--- config.mk ---
export PLATFORM = sky130hd
export DESIGN_NAME = smn_round_cell
export DESIGN_NICKNAME = d
export VERILOG_FILES = /design/src/sv/smn_pkg.sv /design/src/sv/smn_round_cell.sv
export SDC_FILE = /design/constraint.sdc
export NUM_CORES = 1
export LEC_CHECK = 0
export ABC_CLOCK_PERIOD_IN_PS = 800
export BUFFER_PORTS_ARGS = -buffer_cell sky130_fd_sc_hd__buf_2
export CORE_MARGIN = 2
export CORE_UTILIZATION = 44
export CTS_CLUSTER_DIAMETER = 80
export DETAILED_ROUTE_END_ITERATION = 8
export PLACE_DENSITY = 0.77
export SLEW_MARGIN = 25
export SYNTH_ARGS = -nofsm -noshare
export SYNTH_HDL_FRONTEND = slang
export SYNTH_SLANG_ARGS = --single-unit
--- constraint.sdc ---
create_clock -name clk -period 0.8 [get_ports clk]
set_input_delay 0.12 -clock clk [delete_from_list [all_inputs] [get_ports clk]]
set_output_delay 0.12 -clock clk [all_outputs]
set_load 0.05 [all_outputs]
--- src/sv/smn_pkg.sv ---
// Shared types, constants and round function for the Simon 64/128 block cipher.
// No dependencies; used by every module of the block.
`timescale 1ns / 1ps

package smn_pkg;

    localparam int unsigned WordW    = 32;
    localparam int unsigned Rounds   = 44;
    localparam int unsigned KeyWords = 4;
    localparam int unsigned ExpSteps = Rounds - KeyWords;
    localparam int unsigned CntW     = $clog2(ExpSteps);

    // z3 sequence, element 0 is the leftmost digit
    localparam logic [61:0] ZSEQ =
        62'b11011011101011000110010111100000010010001010011100110100001111;
    localparam logic [WordW-1:0] SCHED_C = 32'd3;

    // command codes
    localparam logic CMD_ENCRYPT = 1'b0;
    localparam logic CMD_DECRYPT = 1'b1;

    typedef logic [WordW-1:0] word_t;
    typedef logic [Rounds-1:0][WordW-1:0] rkeys_t;

    // one beat moving down the round chain
    typedef struct packed {
        logic  vld;
        logic  cmd;
        word_t x;
        word_t y;
    } beat_t;

    function automatic word_t rotl(input word_t v, input int unsigned s);
        rotl = (v << s) | (v >> (WordW - s));
    endfunction

    function automatic word_t rotr(input word_t v, input int unsigned s);
        rotr = (v >> s) | (v << (WordW - s));
    endfunction

    // Simon mixing function
    function automatic word_t round_f(input word_t v);
        round_f = (rotl(v, 1) & rotl(v, 8)) ^ rotl(v, 2);
    endfunction

endpackage

--- src/sv/smn_round_cell.sv ---
// One Simon round stage: holds one beat and applies one encrypt or decrypt round.
// Depends on smn_pkg.
`timescale 1ns / 1ps

module smn_round_cell
(
    input  logic                 clk,
    input  logic                 rst_n,
    input  logic                 adv,
    input  smn_pkg::beat_t       beat_in,
    input  smn_pkg::word_t       key_enc,
    input  smn_pkg::word_t       key_dec,
    output smn_pkg::beat_t       beat_out
);

    logic            vld_reg;
    logic            cmd_reg;
    smn_pkg::word_t  x_reg;
    smn_pkg::word_t  y_reg;
    smn_pkg::word_t  x_next;
    smn_pkg::word_t  y_next;

    // forward round on x, inverse round on y
    always_comb
    begin
        if (beat_in.cmd == smn_pkg::CMD_DECRYPT)
        begin
            x_next = beat_in.y;
            y_next = beat_in.x ^ smn_pkg::round_f(beat_in.y) ^ key_dec;
        end
        else
        begin
            x_next = beat_in.y ^ smn_pkg::round_f(beat_in.x) ^ key_enc;
            y_next = beat_in.x;
        end
    end

    always_ff @(posedge clk or negedge rst_n)
    begin
        if (!rst_n)
        begin
            vld_reg <= 1'b0;
        end
        else if (adv)
        begin
            vld_reg <= beat_in.vld;
        end
    end

    always_ff @(posedge clk)
    begin
        if (adv && beat_in.vld)
        begin
            cmd_reg <= beat_in.cmd;
            x_reg   <= x_next;
            y_reg   <= y_next;
        end
    end

    assign beat_out.vld = vld_reg;
    assign beat_out.cmd = cmd_reg;
    assign beat_out.x   = x_reg;
    assign beat_out.y   = y_reg;

endmodule

=== Word-level counts from Yosys, hierarchy flattened ===
Cells that the tools add are included.

* Bits in registers: 66
* Input port bits: 133
* Output and inout bits: 66
* Word-level logic and storage cells: 21

* Multiplexer cells: 2
* Bitwise gates (word level): 14
* Reductions and logical operators: 1

{| class="wikitable"
|+ Operators by type and width
! cell !! count
|-
| 32-bit bitwise XOR || 6
|-
| 32-bit bitwise AND || 2
|-
| 32-bit 2-to-1 mux || 2
|-
| 32-bit by 1-bit OR with 32-bit output || 2
|-
| 32-bit by 2-bit OR with 32-bit output || 2
|-
| 32-bit by 8-bit OR with 32-bit output || 2
|-
| 1-bit logical AND || 1
|}

=== Logic depth before layout (Yosys ltp) ===
Gate-level depths: netlist of run 1.

* Depth after elaboration: 6
* Depth in mapped cells: 5
* Gate-level depth less buffers: 3

=== Least setup slack after synthesis of run 1 ===
Ideal clock, no wire load.

* Path type: input -> register
* Start: input port beat_in[65] (netlist name)
* End: register cmd_reg (enable)
* Arrival: 1.649 ns
* Required time: 0.370 ns
* Slack: -1.278 ns
* Cell stages on the path: 1
* Buffers on the path: 0
* Cell sequence: and2_1

* Word-level cells in the longest chain between the ends: 1

{| class="wikitable"
|+ Ends and longest elaborated chain
! element !! RTL line !! text
|-
| start, declared || smn_round_cell.sv:10 || <nowiki>input smn_pkg::beat_t beat_in,</nowiki>
|-
| 1-bit logical AND || smn_round_cell.sv:52 || <nowiki>if (adv && beat_in.vld)</nowiki>
|-
| end signal, assigned || smn_round_cell.sv:54 || <nowiki>cmd_reg <= beat_in.cmd;</nowiki>
|-
| end, declared || smn_round_cell.sv:17 || <nowiki>logic cmd_reg;</nowiki>
|}

Every way passes these cells.
A chain may end at the register's enable or synchronous reset.

=== Worst setup path in the final report of run 1 ===
* Start: register y_reg[31]
* End: output port beat_out[31] (netlist name)

{| class="wikitable"
|+ RTL lines
! element !! RTL line !! text
|-
| start, declared || smn_round_cell.sv:19 || <nowiki>smn_pkg::word_t y_reg;</nowiki>
|-
| start signal, assigned || smn_round_cell.sv:56 || <nowiki>y_reg <= y_next;</nowiki>
|-
| end, declared || smn_round_cell.sv:13 || <nowiki>output smn_pkg::beat_t beat_out</nowiki>
|}

No word-level cell between the ends.

==> impl_metrics.tcl, run 1 <==
set metrics [dict create \
    grt_usage 0.269 \
    path_clk_slew_ns 0.07 \
    met3_length_mm 1.28 \
    cts_sinks 66 \
    r2r_cells 1 \
    finalPower_mw 11.7 \
    fillers 739 \
    r2r_start "vld_reg" \
    syn_inst 404 \
    drt_iter0_drc 213 \
    cts_tree "done" \
    startpoint_type "register" \
    viasPerCell 5.23 \
    layout-drive-gt1-share 0.459 \
    whs_path_depth 1 \
    final.setup.tns_ns -14.99 \
    coreArea_um2 10400 \
    clock_latency_ns 0.35 \
    top_layer "met4" \
    setup_viol 66 \
    grt_pass1_vias 4270 \
    grt_max_degree 28 \
    die_h_um 108 \
    clockRootBuffer "clkbuf_8" \
    antenna_cells 0 \
    worstPathRequired_ns 0.68 \
    drv_cap 0 \
    reg2reg_slack_ns 0.04 \
    numPortBuffers 198 \
    h-tree-depth 3 \
    finClkSkew_ns 0 \
    critPathTopFamily "flip-flops" \
    critPathCaptureType "output port" \
    synth-seq-area-share 0.418 \
    wirelength_mm 15.8 \
    nNetsFinal 812 \
    yosysUniqueCellTypes 13 \
    min_period_ns 1.07 \
    start_util 0.456 \
    cts_inserted_buffers 9 \
    setup_ws_ns -0.271 \
    wire_per_inst_um 19.2 \
    p_leak_nw 3.35 \
    whs_ns 0.0102 \
    min_to "cmd_reg" \
    postCtsSetupBuffers 0 \
    post-dp-hpwl_mm 11.5 \
    outcome "finished, violations left" \
    avgSynthCellArea_um2 11.7 \
    instances_no_fill 820 \
    slowest_stage "edfxtp_1" \
    area.growth.synth_to_final_pct 55.4 \
    fmax_ghz 0.934 \
    slew_headroom 0.813 \
    hp-class "primary input to register" \
    violations "setup timing" \
    maxSlewViolCount 0 \
    worst_slew_pin_slew_ns 0.279 \
    hold_violations 0 \
    cts.path.max_buffers 2 \
    crit_arrival_ns 0.95 \
    dieWidth_um 108 \
    cp_slowest_stage_delay_ns 0.42 \
    cp.buffers_inverters 1 \
    max-vdd-ir-drop_mv 0.895 \
    critPathKind "register to output port" \
    vias 4291 \
    wl_met1_mm 6.32 \
    drtPass1Iterations 5 \
    r2r-end "vld_reg" \
    yosysWarningCount 0 \
    drc 0 \
    placed_cells 796 \
    rows 37 \
    route.met2.wl_mm 7.85 \
    grt_pass1_wl_mm 23.0 \
    worstPathCellList "buf_6" \
    fin_crit_sh 1.34 \
    die_area_um2 11600 \
    cp_max_fo 1 \
    io_pins 199 \
    preCtsSetupSlack_ns -0.412 \
    power_per_cell_area_nw_per_um2 1590 \
    synth_nets 537 \
    rsz0062_at_grt "yes" \
    syn_area_um2 4730 \
    gp_routability_congestion 0.892 \
    grt_remaining_overflow 0 \
    antenna_found_initial 0 \
    min_from "beat_in[64]" \
    ys_ff_latch 66 \
    drtAntennaViolNets 0 \
]
## logic make-up after synthesis
logic type,count (synthesis),synth area share
AOI/OAI and AO/OA,64,0.0847
xor gates and xnor gates,128,0.237
buffers and inverters,16,0.0196
DFF,66,0.418
muxes,65,0.138
and+or+nand+nor,65,0.103
## cells in the mapped netlist, drive strengths merged
cell type  number  area (um2)
a21boi         32         240
and3           32         200
and3b          32         280
mux2            1        11.3
a21oi          32         160
clkbuf          2        7.51
and2            1        6.26
edfxtp         65        1950
xnor2         128        1120
mux2i          64         641
dfrtp           1        25.0
buf            14        85.1
## power breakdown
group,internal (mW),switching [mW],total (mW)
clock network,1.44,1.29,2.73
logic,2.07,2.48,4.55
registers,4.24,0.155,4.40
total,7.75,3.92,11.7
## metrics by stage
step	instance area, um2	util
after global routing	7350	0.709
after global placement	6470	0.624
after floorplan	4850	-
after CTS	7200	0.694
final	7350	0.709
after detailed placement	6470	0.624
## how the worst max path moves through the flow
stage	from	endpoint	cells after the start
6_report	y_reg[31]	beat_out[31]	1
4_1_cts	x_reg[6]	beat_out[38]	1
5_1_grt	y_reg[31]	beat_out[31]	1
3_3_place_gp	beat_in[64]	x_reg[7]	5
2_1_floorplan	adv	cmd_reg	1
3_5_place_dp	beat_in[64]	y_reg[14]	5
## repair_timing
action | in CTS | in global routing
hold endpoints to repair | 1 | 0
endpoints found under the setup margin | 87 | 94
hold buffers | 1 | 0
gates resized for setup | 139 | 14
pin swaps | 1 | 1
gates cloned | 4 | 3
## layout make-up
class / count / area, um2 / area share
Timing Repair Buffer: 280 / 2250 / 0.306
Clock inverter: 3 / 40.0 / 0.00545
Tap cell: 136 / 170 / 0.0232
Multi-Input combinational cell: 322 / 2770 / 0.377
Sequential cell: 66 / 1980 / 0.269
Clock buffer: 13 / 139 / 0.0189
## layout by cell type, fill, tap and decap left out, types with 5 or more instances in the layout
cell / netlist / final
buf_12: 0 / 6
a21oi_2: 0 / 8
mux2i_1: 64 / 62
edfxtp_1: 65 / 65
buf_16: 0 / 5
and3_1: 32 / 30
buf_2: 8 / 131
xnor2_2: 0 / 7
a21oi_1: 32 / 24
a21boi_1: 0 / 22
xnor2_1: 128 / 121
buf_6: 0 / 66
clkbuf_8: 0 / 9
and3b_1: 32 / 32
buf_4: 6 / 68
a21boi_0: 32 / 8
## layer usage
metal	global-route usage	vias to the layer above
li1	-	2015
met4	0.0980	0
met2	0.449	195
met5	0	-
met1	0.348	2055
met3	0.0515	26
Power figures use the tool's default switching activity.
==> inputs of run 2 (changes only) <==
GPL_TIMING_DRIVEN = 0   (was unset)
==> run 2 against run 1 <==
The run still ends with setup timing left. Cell count shrank 6.1%. Global-route usage grew 0.27 points. Power shrank 1.5%. Hold slack gained 0.063 ns. Via count shrank 0.72%. Maximum frequency grew 0.17%. Design area shrank 0.15%. Non-clock buffer count shrank 51. Register-to-register slack lost 0.02 ns. Sequential cell count is the same. First-iteration DRC count grew 50%. Largest power group unchanged. Count of clock-buffer cells in the layout shrank 1.
==> impl_metrics.tcl, run 2 (synthesized netlist as in run 1, its figures left out) <==
set metrics [dict create \
    crit_arrival_ns 0.95 \
    grt_remaining_overflow 0 \
    whs_ns 0.0732 \
    instances_no_fill 770 \
    power_per_cell_area_nw_per_um2 1570 \
    maxSlewViolCount 0 \
    critPathTopFamily "flip-flops" \
    outcome "finished, violations left" \
    critPathKind "register to output port" \
    cp_max_fo 1 \
    grt_pass1_vias 4074 \
    cp_slowest_stage_delay_ns 0.43 \
    violations "setup timing" \
    slowest_stage "edfxtp_1" \
    cts_inserted_buffers 9 \
    nNetsFinal 762 \
    layout_commonest_cell "buf_2" \
    die_area_um2 11600 \
    coreArea_um2 10400 \
    worst_slew_pin_slew_ns 0.499 \
    dieWidth_um 108 \
    setup_viol 127 \
    setup_ws_ns -0.269 \
    path_clk_slew_ns 0.07 \
    r2r_cells 1 \
    wire_per_inst_um 21.4 \
    final_cell_mix "buf_2, xnor2_1, buf_6, edfxtp_1, mux2i_1" \
    rsz0062_at_grt "yes" \
    finClkSkew_ns 0 \
    drtAntennaViolNets 0 \
    reg2reg_slack_ns 0.02 \
    max-vdd-ir-drop_mv 0.793 \
    postLayoutCoreUtil 0.708 \
    wirelength_mm 16.5 \
    final.setup.tns_ns -17.30 \
    p_leak_nw 3.13 \
    clockRootBuffer "clkbuf_8" \
    critPathCaptureType "output port" \
    grt_max_degree 34 \
    worstPathRequired_ns 0.68 \
    antenna_cells 0 \
    grt_pass1_wl_mm 23.1 \
    cp.buffers_inverters 1 \
    hold_violations 0 \
    numPortBuffers 198 \
    drt_iter0_drc 319 \
    finalPower_mw 11.5 \
    start_util 0.456 \
    post_dp_cell_area_um2 6010 \
    hp-class "primary input to async pin" \
    multi_input_area_um2 3000 \
    min_period_ns 1.07 \
    drc 0 \
    h-tree-depth 3 \
    viasPerCell 5.53 \
    startpoint_type "register" \
    r2r-end "vld_reg" \
    area.growth.synth_to_final_pct 55.1 \
    layout-drive-gt1-share 0.481 \
    placed_cells 738 \
    cts_sinks 66 \
    die_h_um 108 \
    cp.depth 1 \
    preCtsSetupSlack_ns -0.584 \
    io_pins 199 \
    fmax_ghz 0.935 \
    postLayoutCellArea_um2 7340 \
    fillers 759 \
    grt_usage 0.272 \
    vias 4260 \
    drv_cap 0 \
    ff_latch_area_um2 1980 \
    drtPass1Iterations 5 \
    worstPathCellList "buf_6" \
    slew_headroom 0.668 \
    cts.path.max_buffers 2 \
    clock_latency_ns 0.34 \
    antenna_found_initial 1 \
    critPathLaunch "x_reg[27]" \
    post-dp-hpwl_mm 11.2 \
    fin_crit_sh 1.34 \
    gp_routability_congestion 0.866 \
    cts_tree "done" \
    rows 37 \
    r2r_start "vld_reg" \
]
[run 2: final cells by class]
cell class                      instances  share of cell area
Clock inverter                          4             0.00256
Timing Repair Buffer                  216               0.249
Tap cell                              136              0.0232
Clock buffer                           12              0.0184
Sequential cell                        66               0.269
Buffer                                 13              0.0288
Multi-Input combinational cell        323               0.408
[run 2: power breakdown]
| part | total (mW) | leakage (nW) | switching [mW] | internal, mW |
|---|---|---|---|---|
| combinational | 4.65 | 2.43 | 2.57 | 2.08 |
| sequential | 4.40 | 0.622 | 0.155 | 4.24 |
| clock | 2.45 | 0.0816 | 1.34 | 1.10 |
[run 2: how the worst max path moves through the flow]
stage / end / slack (ns)
2_1_floorplan: cmd_reg / -0.24
3_3_place_gp: x_reg[26] / -0.56
3_5_place_dp: x_reg[27] / -0.58
4_1_cts: beat_out[54] / -0.28
5_1_grt: beat_out[31] / -0.29
6_report: beat_out[59] / -0.27
[run 2: repair_timing]
| item | in CTS | in global routing |
|---|---|---|
| hold buffers | 1 | 0 |
| buffers inserted | 3 | 0 |
| hold endpoints to repair | 1 | 0 |
| gates cloned | 11 | 4 |
| gates resized for setup | 191 | 50 |
| endpoints found under the setup margin | 195 | 130 |
| pin swaps | 16 | 24 |
[run 2: per-layer routing]
metal  vias up  routed length, um  global-route usage
li1       1929                  -                   -
met1      2061               6690               0.351
met2       241               8330               0.466
met3        27               1230              0.0424
met4         2                238              0.0888
met5         -                 11                   0
==> inputs of run 3 (changes only) <==
--- a/config.mk
+++ b/config.mk
@@ -15,2 +15,3 @@
 export PLACE_DENSITY = 0.77
+export SETUP_SLACK_MARGIN = 0.2
 export SLEW_MARGIN = 25
==> constraint.sdc (replaced) <==
create_clock -name clk -period 0.8 [get_ports clk]
set_input_delay 0.16 -clock clk [delete_from_list [all_inputs] [get_ports clk]]
set_output_delay 0.16 -clock clk [all_outputs]
set_load 0.05 [all_outputs]
==> run 3 against run 2 <==
The flow still finishes with violations (setup timing). Cell count rose by 2.2%. Sequential share of layout area fell by 0.95 points. Clock power rose by 3%. Power rose by 2.5%. Non-clock buffer count rose by 12. Combinational power rose by 4.5%. Via count rose by 2.8%. Hold slack got worse by 0.047 ns. Critical path depth rose by 1. Clock skew did not move. Critical endpoint is now beat_out[64]. Largest power group unchanged.
==> impl_metrics.tcl, run 3 (synthesized netlist as in run 1, its figures left out) <==
set metrics [dict create \
    dieWidth_um 108 \
    hp-class "primary input to register" \
    grt_max_degree 12 \
    numPortBuffers 198 \
    antenna_found_initial 0 \
    min_period_ns 1.16 \
    drtAntennaViolNets 0 \
    die_h_um 108 \
    crit_arrival_ns 1.00 \
    grt_pass1_vias 4402 \
    clockRootBuffer "clkbuf_8" \
    h-tree-depth 3 \
    layout_commonest_cell "buf_2" \
    vias 4381 \
    max-vdd-ir-drop_mv 0.817 \
    grt_pass1_wl_mm 25.0 \
    cts.path.max_buffers 2 \
    cts_sinks 66 \
    worstPathRequired_ns 0.64 \
    grt_remaining_overflow 0 \
    switching_power_mw 4.22 \
    swShare 0.358 \
    rows 37 \
    pwr-share-comb 0.413 \
    startpoint_type "register" \
    coreArea_um2 10400 \
    preCtsSetupSlack_ns -0.695 \
    p_int_mw 7.56 \
    maxSlewViolCount 0 \
    area.growth.synth_to_final_pct 60.8 \
    clock_latency_ns 0.35 \
    whs_ns 0.0259 \
    cp_max_fo 1 \
    setup_ws_ns -0.364 \
    fillers 703 \
    outcome "finished, violations left" \
    post-dp-hpwl_mm 11.5 \
    rsz0062_at_grt "yes" \
    critPathKind "register to output port" \
    clkPwrFrac 0.214 \
    drtPass1Iterations 4 \
    wirelength_mm 17.7 \
    drv_cap 0 \
    critPathCaptureType "output port" \
    fmax_ghz 0.859 \
    wire_per_inst_um 22.5 \
    io_pins 199 \
    cts_tree "done" \
    antenna_cells 0 \
    hold_violations 0 \
    p_leak_nw 3.23 \
    nNetsFinal 779 \
    cts_inserted_buffers 9 \
    fin_crit_sh 1.45 \
    finClkSkew_ns 0 \
    die_area_um2 11600 \
    worst_slew_pin_slew_ns 0.308 \
    drt_iter0_drc 319 \
    drc 0 \
    path_clk_slew_ns 0.08 \
    gp_routability_congestion 0.846 \
    seqPwrFrac 0.374 \
    violations "setup timing" \
    slew_headroom 0.793 \
    grt_usage 0.298 \
    viasPerCell 5.57 \
    start_util 0.456 \
    setup_viol 130 \
    power_per_cell_area_nw_per_um2 1550 \
    layout-drive-gt1-share 0.502 \
    final_cell_mix "buf_2, xnor2_1, buf_6" \
]
## run 3: area by class of cell
type                    count  area (um2)  share of cell area
clock buffers              12         135              0.0178
plain buffers              16         251              0.0331
flip-flops and latches     66        1980               0.260
multi-input cells         328        3100               0.408
well taps                 136         170              0.0224
repair buffers            225        1950               0.256
clock inverters             4        20.0             0.00263
## run 3: critical path, stage by stage, from the launching register on
cell and delay (ns):
edfxtp_1 0.39, buf_6 0.13, buf_6 0.14
## run 3: metal layers
layer / GRT usage / wire length [um]
met1: 0.373 / 6680
met2: 0.508 / 8950
met3: 0.0496 / 1610
met4: 0.125 / 464
met5: 0 / 0
## run 3: worst paths after layout
kind / start / endpoint / slack [ns] / cells past startpoint
max reg2reg: vld_reg / vld_reg / 0.04 / 1
min reg2reg: vld_reg / vld_reg / 0.54 / 1
min in group asynchronous: rst_n / vld_reg / 0.13 / 2
max in group asynchronous: rst_n / vld_reg / 0.59 / 2
max: cmd_reg / beat_out[64] / -0.36 / 2
min: beat_in[64] / cmd_reg / 0.03 / 1
## run 3: what timing repair did
action                     in CTS  in global routing
setup endpoints to repair     196                131
hold buffers                    1                  0
hold endpoints to repair        1                  0
cloned                         17                  1
setup buffers                  13                  1
pin swaps                      27                 36
resized for setup             199                 55
## run 3: power groups by stage
stage                     Clock [mW]  Combinational, mW  Sequential [mW]
final                           2.52               4.86             4.40
after global routing            2.67               5.05             4.42
after CTS                       2.51               4.57             4.40
after detailed placement           0               3.76             4.40
after global placement             0               3.70             4.39
after floorplan                    0               1.50             5.45
## run 3: through the flow
stage | area, um2 | setup TNS (ns) | total power, mW | std cells | utilization
floorplan | 4860 | -32.30 | 6.95 | 404 | -
global placement | 6020 | -70.29 | 8.09 | 738 | 0.580
detailed placement | 6020 | -72.93 | 8.16 | 738 | 0.580
CTS | 7290 | -27.58 | 11.5 | 785 | 0.703
global route | 7600 | -31.33 | 12.1 | 787 | 0.733
finish | 7600 | -28.44 | 11.8 | 787 | 0.733
