`src/sv/smn_pkg.sv`:
```
// Shared types, constants and round function for the Simon 64/128 block cipher.
// No dependencies; used by every module of the block.
`timescale 1ns / 1ps

package smn_pkg;

    localparam int unsigned WordW    = 32;
    localparam int unsigned Rounds   = 44;
    localparam int unsigned KeyWords = 4;
    localparam int unsigned ExpSteps = Rounds - KeyWords;
    localparam int unsigned CntW     = $clog2(ExpSteps);

    // z3 sequence, element 0 is the leftmost digit
    localparam logic [61:0] ZSEQ =
        62'b11011011101011000110010111100000010010001010011100110100001111;
    localparam logic [WordW-1:0] SCHED_C = 32'd3;

    // command codes
    localparam logic CMD_ENCRYPT = 1'b0;
    localparam logic CMD_DECRYPT = 1'b1;

    typedef logic [WordW-1:0] word_t;
    typedef logic [Rounds-1:0][WordW-1:0] rkeys_t;

    // one beat moving down the round chain
    typedef struct packed {
        logic  vld;
        logic  cmd;
        word_t x;
        word_t y;
    } beat_t;

    function automatic word_t rotl(input word_t v, input int unsigned s);
        rotl = (v << s) | (v >> (WordW - s));
    endfunction

    function automatic word_t rotr(input word_t v, input int unsigned s);
        rotr = (v >> s) | (v << (WordW - s));
    endfunction

    // Simon mixing function
    function automatic word_t round_f(input word_t v);
        round_f = (rotl(v, 1) & rotl(v, 8)) ^ rotl(v, 2);
    endfunction

endpackage

```
`src/sv/smn_key_sched.sv`:
```
// Key registers and serial round-key expansion into a shift line of round keys.
// Depends on smn_pkg.
`timescale 1ns / 1ps

module smn_key_sched
(
    input  logic                             clk,
    input  logic                             rst_n,
    input  logic                             cfg_we,
    input  logic [1:0]                       cfg_index,
    input  logic [smn_pkg::WordW-1:0]        cfg_data,
    output smn_pkg::rkeys_t                  rkeys,
    output logic                             keys_ready
);

    smn_pkg::word_t                key_reg [smn_pkg::KeyWords];
    smn_pkg::rkeys_t               rk_reg;
    smn_pkg::rkeys_t               rk_next;
    logic                          pend_reg;
    logic                          busy_reg;
    logic [smn_pkg::CntW-1:0]      cnt_reg;
    smn_pkg::word_t                t0;
    smn_pkg::word_t                t1;
    smn_pkg::word_t                new_key;
    logic                          zbit;

    // key words; any write restarts the expansion
    always_ff @(posedge clk or negedge rst_n)
    begin
        if (!rst_n)
        begin
            for (int i = 0; i < smn_pkg::KeyWords; i++)
            begin
                key_reg[i] <= '0;
            end
        end
        else if (cfg_we)
        begin
            key_reg[cfg_index] <= cfg_data;
        end
    end

    // one schedule step from the newest, third and fourth newest keys
    always_comb
    begin
        zbit    = smn_pkg::ZSEQ[6'(61) - 6'(cnt_reg)];
        t0      = smn_pkg::rotr(rk_reg[smn_pkg::Rounds-1], 3) ^ rk_reg[smn_pkg::Rounds-3];
        t1      = t0 ^ smn_pkg::rotr(t0, 1);
        new_key = ~rk_reg[smn_pkg::Rounds-4] ^ t1 ^ {31'd0, zbit} ^ smn_pkg::SCHED_C;
    end

    // load the key words at the top, then shift new keys in
    always_comb
    begin
        rk_next = rk_reg;
        if (pend_reg)
        begin
            for (int i = 0; i < smn_pkg::KeyWords; i++)
            begin
                rk_next[smn_pkg::ExpSteps + i] = key_reg[i];
            end
        end
        else if (busy_reg)
        begin
            for (int j = 0; j < smn_pkg::Rounds - 1; j++)
            begin
                rk_next[j] = rk_reg[j+1];
            end
            rk_next[smn_pkg::Rounds-1] = new_key;
        end
    end

    always_ff @(posedge clk)
    begin
        rk_reg <= rk_next;
    end

    // expansion control
    always_ff @(posedge clk or negedge rst_n)
    begin
        if (!rst_n)
        begin
            pend_reg <= 1'b1;
            busy_reg <= 1'b0;
            cnt_reg  <= '0;
        end
        else if (cfg_we)
        begin
            pend_reg <= 1'b1;
            busy_reg <= 1'b0;
        end
        else if (pend_reg)
        begin
            pend_reg <= 1'b0;
            busy_reg <= 1'b1;
            cnt_reg  <= '0;
        end
        else if (busy_reg)
        begin
            if (cnt_reg == smn_pkg::CntW'(smn_pkg::ExpSteps - 1))
            begin
                busy_reg <= 1'b0;
            end
            cnt_reg <= cnt_reg + 1'b1;
        end
    end

    assign rkeys      = rk_reg;
    assign keys_ready = !pend_reg && !busy_reg;

endmodule

```
`config.mk`:
```
export PLATFORM = sky130hd
export DESIGN_NAME = smn_key_sched
export DESIGN_NICKNAME = d
export VERILOG_FILES = /design/src/sv/smn_pkg.sv /design/src/sv/smn_key_sched.sv
export SDC_FILE = /design/constraint.sdc
export NUM_CORES = 1
export LEC_CHECK = 0
export ABC_AREA = 0
export BUFFER_PORTS_ARGS = -buffer_cell sky130_fd_sc_hd__buf_2
export CORE_AREA = 2 2 568 570
export CTS_BUF_LIST = sky130_fd_sc_hd__clkbuf_8
export CTS_CLUSTER_DIAMETER = 60
export DETAILED_ROUTE_END_ITERATION = 6
export DIE_AREA = 0 0 570 572
export HOLD_SLACK_MARGIN = 0.06
export PLACE_DENSITY = 0.35
export SYNTH_ARGS = -nofsm -noshare
export SYNTH_HDL_FRONTEND = slang
export SYNTH_SLANG_ARGS = --single-unit
export TNS_END_PERCENT = 1
```
`constraint.sdc`:
```
create_clock -name clk -period 40.4 [get_ports clk]
set_input_delay 8.08 -clock clk [delete_from_list [all_inputs] [get_ports clk]]
set_output_delay 8.08 -clock clk [all_outputs]
set_load 0.01 [all_outputs]
```
* Word-level counts from Yosys, hierarchy flattened
Memory sizes are Yosys's and may differ from the RTL's.
Cells that the tools add are included.
W data, S select, Z words.
** Storage, ports and cells
- Flip-flop bits (word level) :: 1544
- Memories :: 1
- ROM bits :: 64
- Output and inout bits :: 1409
- Logic and storage cells :: 89
- Input bits :: 37
** Memories
- (name not given) :: depth 64, bits a word 1, read ports 1, clocked after Yosys merged registers in 0, wr ports 0, line smn_key_sched.sv:46 : zbit = smn_pkg::ZSEQ[6'(61) - 6'(cnt_reg)];
** Cells by class
- $add $sub $neg :: 2
- Reduce and logical (&&, ||, !) cells :: 7
- $lt $le $gt $ge :: 3
- Bitwise operators :: 11
- Mux-type cells :: 13
- Eq/ne operators :: 1
** Operators with widths (count)
- $mux W1408 :: 1
- $bwmux W128 :: 1
- $mux W128 :: 1
- $xor A32 B32 Y32 :: 3
- $demux W32 S2 :: 1
- $mux W32 :: 1
- $not A32 Y32 :: 1
- $or A29 B32 Y32 :: 1
- $or A31 B32 Y32 :: 1
- $xor A32 B1 Y32 :: 1
- $mux W6 :: 2
- $lt A6 B7 Y1 const B :: 1
- $add A6 B1 Y6 const B :: 1
- $eq A6 B6 Y1 const B :: 1
- $mux W1 :: 6
- $sub A6 B6 Y6 const A :: 1
- $reduce_and A2 Y1 :: 2
- $ge A3 B3 Y1 const B :: 1
- $lt A3 B1 Y1 const B :: 1
- $not A2 Y3 :: 1
- $logic_and A1 B1 Y1 :: 2
- $logic_not A1 Y1 :: 2
- $not A1 Y1 :: 2
- $not A2 Y2 :: 1
- $reduce_bool A2 Y1 :: 1

* Logic depth before layout (Yosys ltp)
Gate-level depths: netlist of run 1.
- Depth after elaboration :: 9
- Depth in mapped cells :: 8
- Mapped depth without buffers :: 8

* Least setup slack after synthesis of run 1
OpenSTA, ideal clock, no wires.
- Path type :: flip-flop to flip-flop
- From :: reg, netlist name busy_reg
- To :: reg rk_reg, in the netlist rkeys[1338] (data pin)
- Path buffers :: 2
- Library setup time :: 0.359 ns
- Data arrival time :: 37.681 ns
- Stages on the path, launching flop included :: 5
- Required time :: 40.041 ns
- Clock period less this slack :: 38.040 ns
- Slack :: 2.360 ns
- Cell sequence :: dfrtp_1 -> nor2b_1 -> clkbuf_1 -> clkbuf_1 -> a22o_1
** RTL lines
- to (signal assigned) :: line smn_key_sched.sv:75 : rk_reg <= rk_next;
- to (decl) :: line smn_key_sched.sv:17 : smn_pkg::rkeys_t rk_reg;

* Final worst setup path of run 1
- From :: reg pend_reg
- To :: out keys_ready
** On the way
- Cells in the longest elaborated chain, start to end :: 2
** Ends and longest elaborated chain
- from (decl) :: line smn_key_sched.sv:19 : logic pend_reg;
- from (signal assigned) :: line smn_key_sched.sv:83 : pend_reg <= 1'b1;
- from (signal assigned) :: line smn_key_sched.sv:89 : pend_reg <= 1'b1;
- from (signal assigned) :: line smn_key_sched.sv:94 : pend_reg <= 1'b0;
- $logic_not A1 Y1 :: line smn_key_sched.sv:109 : assign keys_ready = !pend_reg && !busy_reg;
- $logic_and A1 B1 Y1 :: line smn_key_sched.sv:109
- to (decl) :: line smn_key_sched.sv:13 : output logic keys_ready
Every way passes these cells.

==> results.json, run 1 <==
{
  "min_period_ns": 10.78,
  "max_stage_delay_ns": 1.20,
  "num_io_pins": 1446,
  "drc": 0,
  "outcome": "finished clean",
  "slew_violations": 0,
  "critPathMaxFanout": 77,
  "synth_cell_types": 33,
  "post-dp-hpwl_mm": 174.9,
  "worst_pin_slew_ns": 1.296,
  "cts_hold_buf": 0,
  "cp.buffers_inverters": 1,
  "cp-start-kind": "flop",
  "die_area_um2": 326000,
  "row_count": 208,
  "yosys-top-cells-area": "edfxtp_1, dfrtp_1, mux2_2",
  "maxCapViolations": 0,
  "post_drt_wl_per_cell_um": 27.85,
  "grtUsageTotal_pct": 13.21,
  "slew_headroom_pct": 13.59,
  "drive_gt1_share_pct": 50.61,
  "synth_area_um2": 49720,
  "grt_pass1_vias": 28840,
  "path_cells": "nor2_1 > buf_2",
  "syn-num-nets": 2051,
  "grt_max_degree": 171,
  "cp_top_family": "flip-flops",
  "first_pass_iters": 4,
  "cts-root-buf": "clkbuf_8",
  "mostFrequentLayoutCells": "buf_2, edfxtp_1, clkbuf_8",
  "power.leakage_nw": 25.44,
  "syn_area_per_cell_um2": 24.77,
  "async_flop_share_pct": 8.808,
  "rsz0062_at_grt": "no",
  "synth.yosys.seq_area_share_pct": 91.89,
  "max_freq_ghz": 0.09280,
  "synth-edff-count": 1408,
  "path_clk_slew_ns": 0.07,
  "largest_reg_flops": 1408,
  "grt_overflow": 0,
  "worstPathArrival_ns": 2.70,
  "fillCellCount": 33830,
  "initial_core_util_pct": 15.54,
  "nNetsFinal": 3784,
  "ys_warn_count": 0,
  "crit_path_end_kind": "output port",
  "core-area_um2": 319800,
  "dieWidth_um": 570,
  "antenna_found_initial": 35,
  "fin_crit_sh_pct": 26.67,
  "via_per_inst": 3.424,
  "fp.dieH_um": 572,
  "grt_pass1_wl_mm": 287.9,
  "cp.required_ns": 32.32,
  "htreeDepth": 5,
  "worstSkewPairLatency_ns": 0.97,
  "vias": 28000,
  "clock-sinks": 1544,
  "synth_top_cell_by_area": "edfxtp_1",
  "power_density_nw_per_um2": 55.71,
  "setup-violations-final": 0,
  "routabilityCongestion": 0.8763,
  "whs_ns": 0.4031,
  "port_buffers": 1445,
  "finalSetupTns_ns": 0,
  "mostFrequentLayoutCell": "buf_2",
  "synth_top_cell_area_share_pct": 85.04,
  "synth_seq_cells": 1544,
  "cts_tree": "yes",
  "totalWireLength_mm": 227.7,
  "path_class": "reg -> out",
  "fin_skew_ns": 0.04699,
  "numCtsBuffers": 305,
  "postCtsSetupRepairBufs": 0,
  "ir_drop_mv": 0.03407,
  "hold_path_class": "reg -> reg",
  "syn_to_final_growth_pct": 37.20,
  "finalHoldViolations": 0,
  "drt-initial-drc-count": 2027,
  "slowest_stage": "dfstp_4",
  "synth_ff_type": "edfxtp_1",
  "netlist_instances": 2007,
  "cts_buffer_depth": 4,
  "cts_resized": 0,
  "final_antenna_net_count": 0
}
area by class of cell:
| class | instances | area [µm²] | share of cell area, % |
|---|---|---|---|
| Antenna cell | 15 | 37.54 | 0.05503 |
| Clock buffer | 323 | 4446 | 6.517 |
| Clock inverter | 208 | 1454 | 2.131 |
| Inverter | 5 | 21.27 | 0.03118 |
| Multi-Input combinational cell | 413 | 3845 | 5.637 |
| Sequential cell | 1544 | 45690 | 66.98 |
| Tap cell | 4200 | 5255 | 7.704 |
| Timing Repair Buffer | 1471 | 7467 | 10.95 |
path summary, 6_finish.rpt:
check / from / end / slack (ns) / cells past startpoint
max in group asynchronous: rst_n / key_reg[59]$_DFFE_PN0P_ / 31.43 / 3
min reg2reg: rkeys[1058]$_DFFE_PP_ / rkeys[1026]$_DFFE_PP_ / 0.40 / 0
max: pend_reg$_DFF_PN1_ / keys_ready / 29.62 / 2
min in group asynchronous: rst_n / key_reg[70]$_DFFE_PN0P_ / 7.10 / 1
min: rkeys[1058]$_DFFE_PP_ / rkeys[1026]$_DFFE_PP_ / 0.40 / 0
max reg2reg: pend_reg$_DFF_PN1_ / rkeys[213]$_DFFE_PP_ / 33.72 / 7
worst register-to-register path, stage by stage (launching register included):
cell and delay, ns:
dfstp_4 0.74, nor2b_4 0.27, buf_4 0.86, buf_4 1.07, buf_4 0.83, buf_4 0.71
buf_4 0.84, buf_4 0.91
logic make-up (layout without fill, tap and decap cells):
| group | Yosys count | after routing | share of synthesized area [%] |
|---|---|---|---|
| xor gates and xnor gates | 100 | 100 | 1.777 |
| other | 0 | 15 | 0 |
| and+or+nand+nor | 30 | 30 | 0.3071 |
| muxes | 131 | 131 | 3.010 |
| DFF | 1544 | 1544 | 91.89 |
| buffers and inverters | 50 | 2007 | 0.4027 |
| AOI/OAI and AO/OA | 145 | 145 | 2.439 |
| adders and majority gates | 7 | 7 | 0.1762 |
cell usage after synthesis (3+ instances only):
cell type and count:
edfxtp_1 1408, dfrtp_1 135, mux2_2 128, a22o_1 126
xnor2_1 67, clkbuf_1 33, xor2_1 32, nand2_1 11
buf_1 7, ha_1 7, o21ai_0 7, a21oi_1 5
inv_1 5, nor3_1 5, buf_2 4, nand3_1 4
a31oi_1 3, nand3b_1 3
layer usage:
layer | GRT usage (%) | part of all wire, % | vias up
li1 | - | - | 11590
met2 | 22.32 | 49 | 1373
met1 | 15.31 | 39 | 14660
met4 | 4.450 | 3.2 | 18
met3 | 4.955 | 9.1 | 360
met5 | 0 | 0.050 | -
metrics by stage:
step                utilization, %  cells  worst slack [ns]  total power, mW  instance area, µm²
floorplan                        -   2007             2.360            2.186               49720
global placement             19.47   7633             30.29            2.278               62280
detailed placement           19.47   7633             30.29            2.277               62280
CTS                          21.32   8164             29.43            3.881               68180
global route                 21.32   8165             29.40            3.968               68180
finish                       21.33   8179             29.62            3.800               68210
where the power goes:
part	internal, mW	switching, mW
Sequential	1.85	0.0940
Combinational	0.115	0.173
Clock	0.841	0.724
Power figures use the tool's default switching activity.
==> inputs of run 2 (changes only) <==
- ABC_AREA: 0 -> 1
- clock period: 40.4 -> 9.7 ns (I/O delays scaled with it)
==> run 2 against run 1 <==
Register-to-register slack got worse by 28 ns; combinational power rose to 3.7 times the previous value; count of clock-buffer cells in the layout is 5 lower; critical endpoint unchanged; non-clock buffer count down 2; clock skew up 0.019 ns.
==> results.json, run 2 <==
{
  "outcome": "finished clean",
  "fp.dieH_um": 572,
  "yosys-top-cells-area": "edfxtp_1, dfrtp_1, nand2_1",
  "cts_tree": "yes",
  "vias": 29010,
  "routabilityCongestion": 0.8611,
  "whs_ns": 0.3830,
  "postCtsSetupRepairBufs": 0,
  "power.leakage_nw": 25.76,
  "synth.yosys.seq_area_share_pct": 91.75,
  "path_cells": "nor2_2 > buf_2",
  "cts-root-buf": "clkbuf_8",
  "dieWidth_um": 570,
  "async_flop_share_pct": 8.808,
  "fin_skew_ns": 0.06587,
  "row_count": 208,
  "nNetsFinal": 4077,
  "synth_top_cell_area_share_pct": 84.91,
  "initial_core_util_pct": 15.57,
  "fin_crit_sh_pct": 48.00,
  "grt_pass1_vias": 29340,
  "worst_pin_slew_ns": 1.073,
  "cp-start-kind": "flop",
  "max_freq_ghz": 0.2148,
  "synth-edff-count": 1408,
  "cts_resized": 0,
  "syn_area_per_cell_um2": 21.53,
  "mostFrequentLayoutCells": "buf_2, edfxtp_1, clkbuf_8",
  "synthMuxAreaShare_pct": 0,
  "power.internal_mw": 11.43,
  "finalHoldViolations": 0,
  "r2r_start": "pend_reg$_DFF_PN1_",
  "grtUsageTotal_pct": 12.24,
  "finalSetupTns_ns": 0,
  "synth-simple-area-share_pct": 2.528,
  "clock-sinks": 1544,
  "min_period_ns": 4.656,
  "clkPwrFrac_pct": 41.3,
  "max_stage_delay_ns": 1.26,
  "num_io_pins": 1446,
  "core-area_um2": 319800,
  "use_met3_pct": 4.412,
  "worstSkewPairLatency_ns": 0.99,
  "reg2reg_slack_ns": 6.09,
  "post_drt_wl_per_cell_um": 24.97,
  "synthAdderAreaFrac_pct": 0.1759,
  "path_clk_slew_ns": 0.06,
  "grt_pass1_wl_mm": 272.7,
  "totalWireLength_mm": 211.8,
  "drc": 0,
  "p_seq_share_pct": 51.8,
  "reg2reg_depth": 3,
  "worstPathArrival_ns": 2.72,
  "place_ws_ns": 5.683,
  "netlist_instances": 2313,
  "cp.required_ns": 7.76,
  "path_class": "reg -> out",
  "cts_buffer_depth": 4,
  "drt-initial-drc-count": 2222,
  "yosysMostFrequentCell": "edfxtp_1",
  "via_per_inst": 3.421,
  "synth_area_um2": 49790,
  "synth_top_cell_by_area": "edfxtp_1",
  "drive_gt1_share_pct": 43.95,
  "startpoint": "pend_reg$_DFF_PN1_",
  "rsz0062_at_grt": "no",
  "power_density_nw_per_um2": 227.7,
  "largest_reg_flops": 1408,
  "hold_path_class": "reg -> reg",
  "post-dp-hpwl_mm": 160.9,
  "slowest_stage": "dfstp_4",
  "maxCapViolations": 0,
  "ir_drop_mv": 0.1301,
  "busiest_layer": "met2",
  "met2_usage_pct": 20.34,
  "syn-num-nets": 2357,
  "critPathCapture": "keys_ready",
  "switchingPower_mw": 4.081,
  "slew_headroom_pct": 28.49,
  "final_antenna_net_count": 0,
  "critPathMaxFanout": 85,
  "mostFrequentLayoutCell": "buf_2",
  "numCtsBuffers": 302,
  "ys_warn_count": 0,
  "htreeDepth": 5,
  "met1_usage_pct": 14.31,
  "synth_compound_area_share_pct": 3.407,
  "reg2reg_to": "rkeys[1367]$_DFFE_PN_",
  "first_pass_iters": 5,
  "synth_cell_types": 30,
  "synth_ff_type": "edfxtp_1",
  "slew_violations": 0,
  "grt_max_degree": 171,
  "synth-xor-area-share_pct": 1.214,
  "setup-violations-final": 0,
  "synth_commonest_cells": "edfxtp_1, nand2_1, dfrtp_1",
  "grt_overflow": 0,
  "syn_to_final_growth_pct": 36.83,
  "crit_path_end_kind": "output port",
  "power_frac_comb_pct": 6.8,
  "fin_ws_ns": 5.044,
  "switching_share_pct": 26.31,
  "synth_top_family_by_area": "compound AO/OA/AOI/OAI gates",
  "port_buffers": 1445,
  "die_area_um2": 326000,
  "synth_seq_cells": 1544,
  "antenna_found_initial": 27,
  "cts_hold_buf": 0
}
## run 2: power groups by stage
stage                     clock (mW)  combinational, mW  sequential [mW]
after floorplan                    0              0.435             8.17
after global placement             0               1.08             8.18
after detailed placement           0               1.08             8.18
after CTS                       6.73               1.08             8.06
after global routing            6.99               1.16             8.08
final                           6.41               1.06             8.04
## run 2: final cells by class
type | count | area, µm²
flip-flops and latches | 1544 | 45690
clock buffers | 318 | 4377
well taps | 4200 | 5255
fillers | 34080 | 251700
repair buffers | 1469 | 7515
diodes | 17 | 42.54
multi-input cells | 659 | 3660
inverters | 57 | 216.5
clock inverters | 217 | 1381
## run 2: layer usage
layer / vias to the layer above / share of wire [%] / routed length, µm
met3: 322 / 9.0 / 19060
met1: 14860 / 39 / 83140
li1: 12380 / - / -
met4: 0 / 3.7 / 7924
met2: 1458 / 48 / 101600
met5: - / 0 / 0
## run 2: worst min-delay path by stage
stage | cells after the start | from | slack (ns) | to
2_1_floorplan | 2 | key_reg[0]$_DFFE_PN0P_ | 0.45 | key_reg[0]$_DFFE_PN0P_
3_3_place_gp | 0 | rkeys[1050]$_DFFE_PP_ | 0.42 | rkeys[1018]$_DFFE_PP_
3_5_place_dp | 0 | rkeys[1073]$_DFFE_PP_ | 0.43 | rkeys[1041]$_DFFE_PP_
4_1_cts | 0 | rkeys[755]$_DFFE_PP_ | 0.33 | rkeys[723]$_DFFE_PP_
5_1_grt | 0 | rkeys[755]$_DFFE_PP_ | 0.37 | rkeys[723]$_DFFE_PP_
6_report | 0 | rkeys[755]$_DFFE_PP_ | 0.38 | rkeys[723]$_DFFE_PP_
## run 2: metrics by stage
step | util [%] | area [µm²] | cells | power [mW]
2_1_floorplan | - | 49790 | 2313 | 8.605
3_3_place_gp | 19.49 | 62330 | 7929 | 9.264
3_5_place_dp | 19.49 | 62330 | 7929 | 9.265
4_1_cts | 21.29 | 68090 | 8464 | 15.87
5_1_grt | 21.29 | 68100 | 8467 | 16.23
6_report | 21.30 | 68140 | 8481 | 15.51
## run 2: worst max-delay path, delay by kind of cell (launching register included)
family	cells	cell delay, ns
DFF	1	1.26
buffers and inverters	1	0.21
and+or+nand+nor	1	0.18
## run 2: logic make-up (layout without fill, tap and decap cells)
family | Yosys count | after routing
buffers and inverters | 110 | 2061
AOI/OAI and AO/OA | 264 | 264
DFF | 1544 | 1544
xor gates and xnor gates | 69 | 69
adders and majority gates | 7 | 7
other | 0 | 17
and+or+nand+nor | 319 | 319
